`config.mk`:
```
export PLATFORM = sky130hd
export DESIGN_NAME = prst_cell
export DESIGN_NICKNAME = d
export VERILOG_FILES = /design/src/rtl/prst_pkg.sv /design/src/rtl/prst_cell.sv
export SDC_FILE = /design/constraint.sdc
export NUM_CORES = 1
export LEC_CHECK = 0
export BUFFER_PORTS_ARGS = -buffer_cell sky130_fd_sc_hd__buf_4
export CAP_MARGIN = 20
export CORE_AREA = 5 5 206 208
export DETAILED_ROUTE_END_ITERATION = 16
export DIE_AREA = 0 0 211 213
export PLACE_DENSITY = 0.74
export REMOVE_ABC_BUFFERS = 1
export SETUP_SLACK_MARGIN = 0.3
export SYNTH_ARGS = -nofsm -noshare
export SYNTH_HDL_FRONTEND = slang
export SYNTH_SLANG_ARGS = --single-unit
```
`constraint.sdc`:
```
create_clock -name i_clk -period 3.36 [get_ports i_clk]
set_input_delay 0.336 -clock i_clk [delete_from_list [all_inputs] [get_ports i_clk]]
set_output_delay 0.336 -clock i_clk [all_outputs]
set_load 0.01 [all_outputs]
```
`src/rtl/prst_pkg.sv`:
```
// ----------------------------------------------------------------------------
// prst_pkg: shared types and constants for the point transform block
// Word layouts, command codes, datapath widths and the cordic angle table.
// ----------------------------------------------------------------------------
package prst_pkg;

    localparam int COORD_WIDTH          = 32;
    localparam int DEF_ROTATION_STAGES  = 16;
    localparam int MAX_ROTATION_STAGES  = 32;
    localparam int CMD_W                = 2;
    localparam int K_W                  = 16;
    localparam int K_FRAC               = 8;
    localparam int ANG_W                = 16;
    localparam int Z_W                  = 32;
    localparam int GUARD                = 8;
    localparam int GAIN_BITS            = 30;
    localparam logic [GAIN_BITS-1:0] GAIN_Q30 = 30'd652032874;
    localparam int SPLIT                = 16;

    // datapath widths
    localparam int D_W    = COORD_WIDTH + 1;
    localparam int PH_W   = D_W - SPLIT + GAIN_BITS + 1;
    localparam int PL_W   = SPLIT + GAIN_BITS;
    localparam int PROD_W = PH_W + SPLIT;
    localparam int G_W    = PROD_W - (GAIN_BITS - GUARD);
    localparam int X_W    = G_W + 2;
    localparam int SP_W   = D_W + K_W;
    localparam int ALT_W  = SP_W - K_FRAC + 1;

    localparam logic signed [COORD_WIDTH-1:0] COORD_MAX = {1'b0, {(COORD_WIDTH-1){1'b1}}};
    localparam logic signed [COORD_WIDTH-1:0] COORD_MIN = {1'b1, {(COORD_WIDTH-1){1'b0}}};

    localparam logic [CMD_W-1:0] CMD_TRANSLATE = 2'd0;
    localparam logic [CMD_W-1:0] CMD_SCALE     = 2'd1;
    localparam logic [CMD_W-1:0] CMD_ROTATE    = 2'd2;

    typedef struct packed {
        logic [CMD_W-1:0]              command;
        logic signed [COORD_WIDTH-1:0] centre_x;
        logic signed [COORD_WIDTH-1:0] centre_y;
        logic signed [COORD_WIDTH-1:0] point_x;
        logic signed [COORD_WIDTH-1:0] point_y;
        logic signed [COORD_WIDTH-1:0] offset_x;
        logic signed [COORD_WIDTH-1:0] offset_y;
        logic signed [K_W-1:0]         scale_factor;
        logic [ANG_W-1:0]              turn_angle;
    } t_prst_in;

    typedef struct packed {
        logic signed [COORD_WIDTH-1:0] new_x;
        logic signed [COORD_WIDTH-1:0] new_y;
        logic                          saturated;
    } t_prst_out;

    // word moving down the cell chain
    typedef struct packed {
        logic                          valid;
        logic [CMD_W-1:0]              cmd;
        logic signed [COORD_WIDTH-1:0] cx;
        logic signed [COORD_WIDTH-1:0] cy;
        logic signed [ALT_W-1:0]       alt_x;
        logic signed [ALT_W-1:0]       alt_y;
        logic signed [X_W-1:0]         x;
        logic signed [X_W-1:0]         y;
        logic signed [Z_W-1:0]         z;
    } t_prst_cell;

    // arctangent of 2^-idx in units of 2^-32 turn
    function automatic logic [Z_W-1:0] atan_turn(input int idx);
        logic [Z_W-1:0] v;
        case (idx)
            0:  v = 32'h20000000;
            1:  v = 32'h12E4051D;
            2:  v = 32'h09FB385B;
            3:  v = 32'h051111D4;
            4:  v = 32'h028B0D43;
            5:  v = 32'h0145D7E1;
            6:  v = 32'h00A2F61E;
            7:  v = 32'h00517C55;
            8:  v = 32'h0028BE53;
            9:  v = 32'h00145F2F;
            10: v = 32'h000A2F98;
            11: v = 32'h000517CC;
            12: v = 32'h00028BE6;
            13: v = 32'h000145F3;
            14: v = 32'h0000A2F9;
            15: v = 32'h0000517D;
            16: v = 32'h000028BE;
            17: v = 32'h0000145F;
            18: v = 32'h00000A30;
            19: v = 32'h00000518;
            20: v = 32'h0000028C;
            21: v = 32'h00000146;
            22: v = 32'h000000A3;
            23: v = 32'h00000051;
            24: v = 32'h00000029;
            25: v = 32'h00000014;
            26: v = 32'h0000000A;
            27: v = 32'h00000005;
            28: v = 32'h00000003;
            29: v = 32'h00000001;
            30: v = 32'h00000001;
            default: v = '0;
        endcase
        return v;
    endfunction

endpackage

```
`src/rtl/prst_cell.sv`:
```
// ----------------------------------------------------------------------------
// prst_cell: one cordic micro-rotation cell
// Rotates the vector by plus or minus atan(2^-STAGE) toward zero residual
// angle and passes the rest of the word along unchanged.
// ----------------------------------------------------------------------------
module prst_cell #(
    parameter int STAGE = 0
) (
    input  logic                  i_clk,
    input  logic                  i_rst_n,
    input  prst_pkg::t_prst_cell  i_cell,
    output prst_pkg::t_prst_cell  o_cell
);
    import prst_pkg::*;

    localparam logic signed [Z_W-1:0] ATAN = atan_turn(STAGE);

    t_prst_cell            r_q, n_q;
    logic signed [X_W-1:0] w_x, w_y, w_xs, w_ys;

    always_comb begin
        w_x  = i_cell.x;
        w_y  = i_cell.y;
        w_xs = w_x >>> STAGE;
        w_ys = w_y >>> STAGE;
        n_q  = i_cell;
        if (!i_cell.z[Z_W-1]) begin
            n_q.x = w_x - w_ys;
            n_q.y = w_y + w_xs;
            n_q.z = i_cell.z - ATAN;
        end else begin
            n_q.x = w_x + w_ys;
            n_q.y = w_y - w_xs;
            n_q.z = i_cell.z + ATAN;
        end
    end

    always_ff @(posedge i_clk) begin
        if (!i_rst_n) begin
            r_q.valid <= 1'b0;
        end else begin
            r_q <= n_q;
        end
    end

    assign o_cell = r_q;

    // residual angle stays well inside a quarter turn
    a_z_bound: assert property (@(posedge i_clk) disable iff (!i_rst_n)
        (r_q.valid && r_q.cmd == CMD_ROTATE) |-> (r_q.z[Z_W-1] == r_q.z[Z_W-2]))
        else $error("cordic residual angle out of range");

    // vector growth never reaches the top bit
    a_xy_headroom: assert property (@(posedge i_clk) disable iff (!i_rst_n)
        (r_q.valid && r_q.cmd == CMD_ROTATE) |->
            (r_q.x[X_W-1] == r_q.x[X_W-2] && r_q.y[X_W-1] == r_q.y[X_W-2]))
        else $error("cordic vector overflow");

endmodule

```
==> key figures <==
Synth
  – Mapped Avg Cell Area: 10.43 um2
  – Most frequent cell after synthesis: sky130_fd_sc_hd__edfxtp_1
  – Cell count after synthesis: 1567
  – Share of synthesized flip-flops with an asynchronous set or reset: 0
  – Top cells by area, synth: sky130_fd_sc_hd__edfxtp_1 49%, sky130_fd_sc_hd__ha_1 9.9%, sky130_fd_sc_hd__a21oi_1 5.7%
  – Most numerous cell types in the synthesized netlist: 269 x sky130_fd_sc_hd__edfxtp_1, 185 x sky130_fd_sc_hd__a21oi_1, 139 x sky130_fd_sc_hd__inv_1, 129 x sky130_fd_sc_hd__ha_1, 120 x sky130_fd_sc_hd__nor2_1
  – Fraction of the yosys area taken by sequential cells: 0.4953
  – Cell type with the largest total area after synthesis: sky130_fd_sc_hd__edfxtp_1
  – Count of distinct cell types in the synthesized netlist: 81
  – Post-Syn Area: 0.01635 mm2
  – Synth top area share: 0.4941
  – Count of yosys warnings during synthesis: 0
  – EDFF count, synth: 269
  – Dominant register cell in the synthesized netlist: sky130_fd_sc_hd__edfxtp_1
  – Post-synthesis register bit count: 270

Clock tree
  – Clock tree from TritonCTS: built
  – Clock buffer count from CTS: 31
  – Total number of clock tree sinks: 270
  – H-Tree Level Count: 1
  – Register clock-pin slew on the reported worst setup and hold paths: 0.06 ns
  – Largest buffer count on any clock path: 3
  – Root buffer selected by CTS: sky130_fd_sc_hd__clkbuf_16

Layout
  – Filler cell count in the final layout: 3298
  – Fraction of final layout cells sized beyond drive strength 1: 0.3308
  – Flip-flop count of the largest register, all copies and words added: 270
  – Area growth, synth to finish: 54.41%
  – Multi-input gate area: 0.007453 mm2
  – Finished Core Util: 0.6253
  – Count of non-filler cells in the finished layout: 3019
  – Design area: 0.02524 mm2
  – Sequential cell area in the final layout: 0.008098 mm2
  – Fin nets: 2868

Drt
  – First-pass iteration count of the detailed router: 6
  – Post-route DRC violation count: 0
  – Starting DRC count in detailed routing: 1458
  – Vias: 16530
  – Routed via count divided by cell count: 5.475
  – Remaining antenna violation count: 0
  – Mean routed wirelength per cell: 24.64 um
  – Detailed Route WL: 74390 um

Global route
  – Busiest metal layer after global routing: met2
  – Gr ovfl total: 0
  – Met2 global-route usage: 0.5260
  – Antenna violations before repair: 4
  – First-pass GRT wire length: 107200 um
  – Grt met3 use: 0.06009
  – M1 GR Usage: 0.4140
  – Total Routing Usage GR: 0.3149
  – Pin count of the biggest net entering global routing: 73
  – Via count of the first global-routing pass: 16578

Place
  – Routability Congestion: 0.9853
  – Buffers added on ports: 543
  – DP Cell Count: 2781
  – Worst-case setup slack after placement: -0.1369 ns
  – Hpwl dp: 57930 um
  – Standard cell area after detailed placement: 0.02238 mm2

Floorplanning
  – Initial Util: 0.4050
  – Die span in y: 213 um
  – Die area: 0.04494 mm2
  – Num ports: 544
  – Die Width: 211 um
  – Placeable core area: 0.04037 mm2
  – # rows: 74

Job
  – Max cap viols: 0

Power
  – Leakage power: 11.15 nW
  – Ratio of total power to cell area: 447.6 mW/mm2
  – Peak VDD IR: 0.0003991 V
  – Total power consumption of the routed design: 11.30 mW

Critical path
  – CP arrival: 3.25 ns
  – Critical-path cell list: buf_4 > inv_1 > ha_1 > nor4_2 > and3_4 > o31ai_4 > a31oi_4 > a2111o_1 > buf_4 > nand4_1 > a211o_1 > and3_1
  – CP Max Fanout: 5
  – CP max stage cell: sky130_fd_sc_hd__nor4_2
  – Worst setup EP type: register
  – Largest incremental delay on the critical path: 0.48 ns
  – Worst setup path class: primary input to register
  – Startpoint Class: primary input
  – Worst Path Required: 3.69 ns
  – Worst path most repeated cell: sky130_fd_sc_hd__buf_4

Min path
  – Number of cells on the worst hold path: 2
  – End point of the most critical hold path: o_cell[29]
  – Hold WC Path Type: primary input to register
  – Worst Min Path Start: i_cell[29]

Timing
  – Final Hold Vio Count: 0
  – Final Max Slew Viols: 0
  – Final number of setup-violating endpoints: 0
  – Minimum clock period after layout: 2.922 ns
  – Setup repair after global routing missed its margin: no
  – Worst-Margin Slew: 0.7187 ns
  – Worst rel slew slack: 0.5209
  – Worst hold margin: 0.03725 ns
  – Worst Slack Setup Final: 0.4376 ns
  – Max frequency: 342.2 MHz
  – Summed negative setup slack over all endpoints: 0 ns
  – Ratio of final minimum period to clock period: 0.8698

Status
  – Outcome: completed
critical path, delay by kind of cell:
family,cells,cell delay (ns)
compound gates,4,1.04
fa+ha+maj,1,0.38
buf+inv,3,0.30
simple gates,4,1.17
worst max path at each step:
stage,from,endpoint,slack (ns),depth (start not counted)
2_1_floorplan,i_cell[48],o_cell[67],0.24,11
3_3_place_gp,i_cell[33],o_cell[69],-0.14,14
3_5_place_dp,i_cell[33],o_cell[69],-0.14,14
4_1_cts,i_cell[44],o_cell[114],0.43,14
5_1_grt,i_cell[44],o_cell[114],0.30,14
6_report,i_cell[39],o_cell[115],0.44,12
cells in the final DEF (no fill, tap or decap), drive strengths merged, types with 30 or more instances in the layout:
master,instances
xnor2,69
a21o,30
a21oi,188
edfxtp,269
o21ai,96
clkbuf,35
dlygate4sd3,180
nand2,83
o21bai,36
buf,743
nor3,31
inv,148
ha,129
nor2,120
area by class of cell:
cell class / count / area share
inverters: 146 / 0.02171
diodes: 2 / 0.0001983
clock buffers: 35 / 0.03133
clock inverters: 21 / 0.01021
multi-input cells: 1090 / 0.2953
well taps: 532 / 0.02637
flip-flops and latches: 270 / 0.3208
repair buffers: 923 / 0.2941
routing by layer:
metal,part of all wire,vias up,routed length [um]
met1,0.40,7970,29870
li1,-,7552,-
met3,0.084,142,6255
met2,0.48,866,35420
met5,0,-,0
met4,0.038,0,2853
cell families (layout without fill, tap and decap cells):
group | count (synthesis) | count (layout) | share of synthesized area
AOI/OAI and AO/OA | 511 | 511 | 0.1981
xor gates and xnor gates | 78 | 78 | 0.04179
adders and majority gates | 133 | 133 | 0.1036
buffers and inverters | 207 | 1125 | 0.04936
DFF | 270 | 270 | 0.4953
muxes | 15 | 15 | 0.009414
other | 0 | 2 | 0
and+or+nand+nor | 353 | 353 | 0.1024
repair_timing:
item                                   CTS  global route
endpoints found under the hold margin  180             0
setup buffers                            0             0
resized for setup                        0             2
hold buffers                           180             0
setup endpoints to repair                0             3
power by group:
part | total [mW] | switching, mW | internal (mW)
Combinational | 3.41 | 1.83 | 1.58
Sequential | 4.34 | 0.166 | 4.17
Clock | 3.55 | 1.47 | 2.08
(Power assumes the default switching activity.)
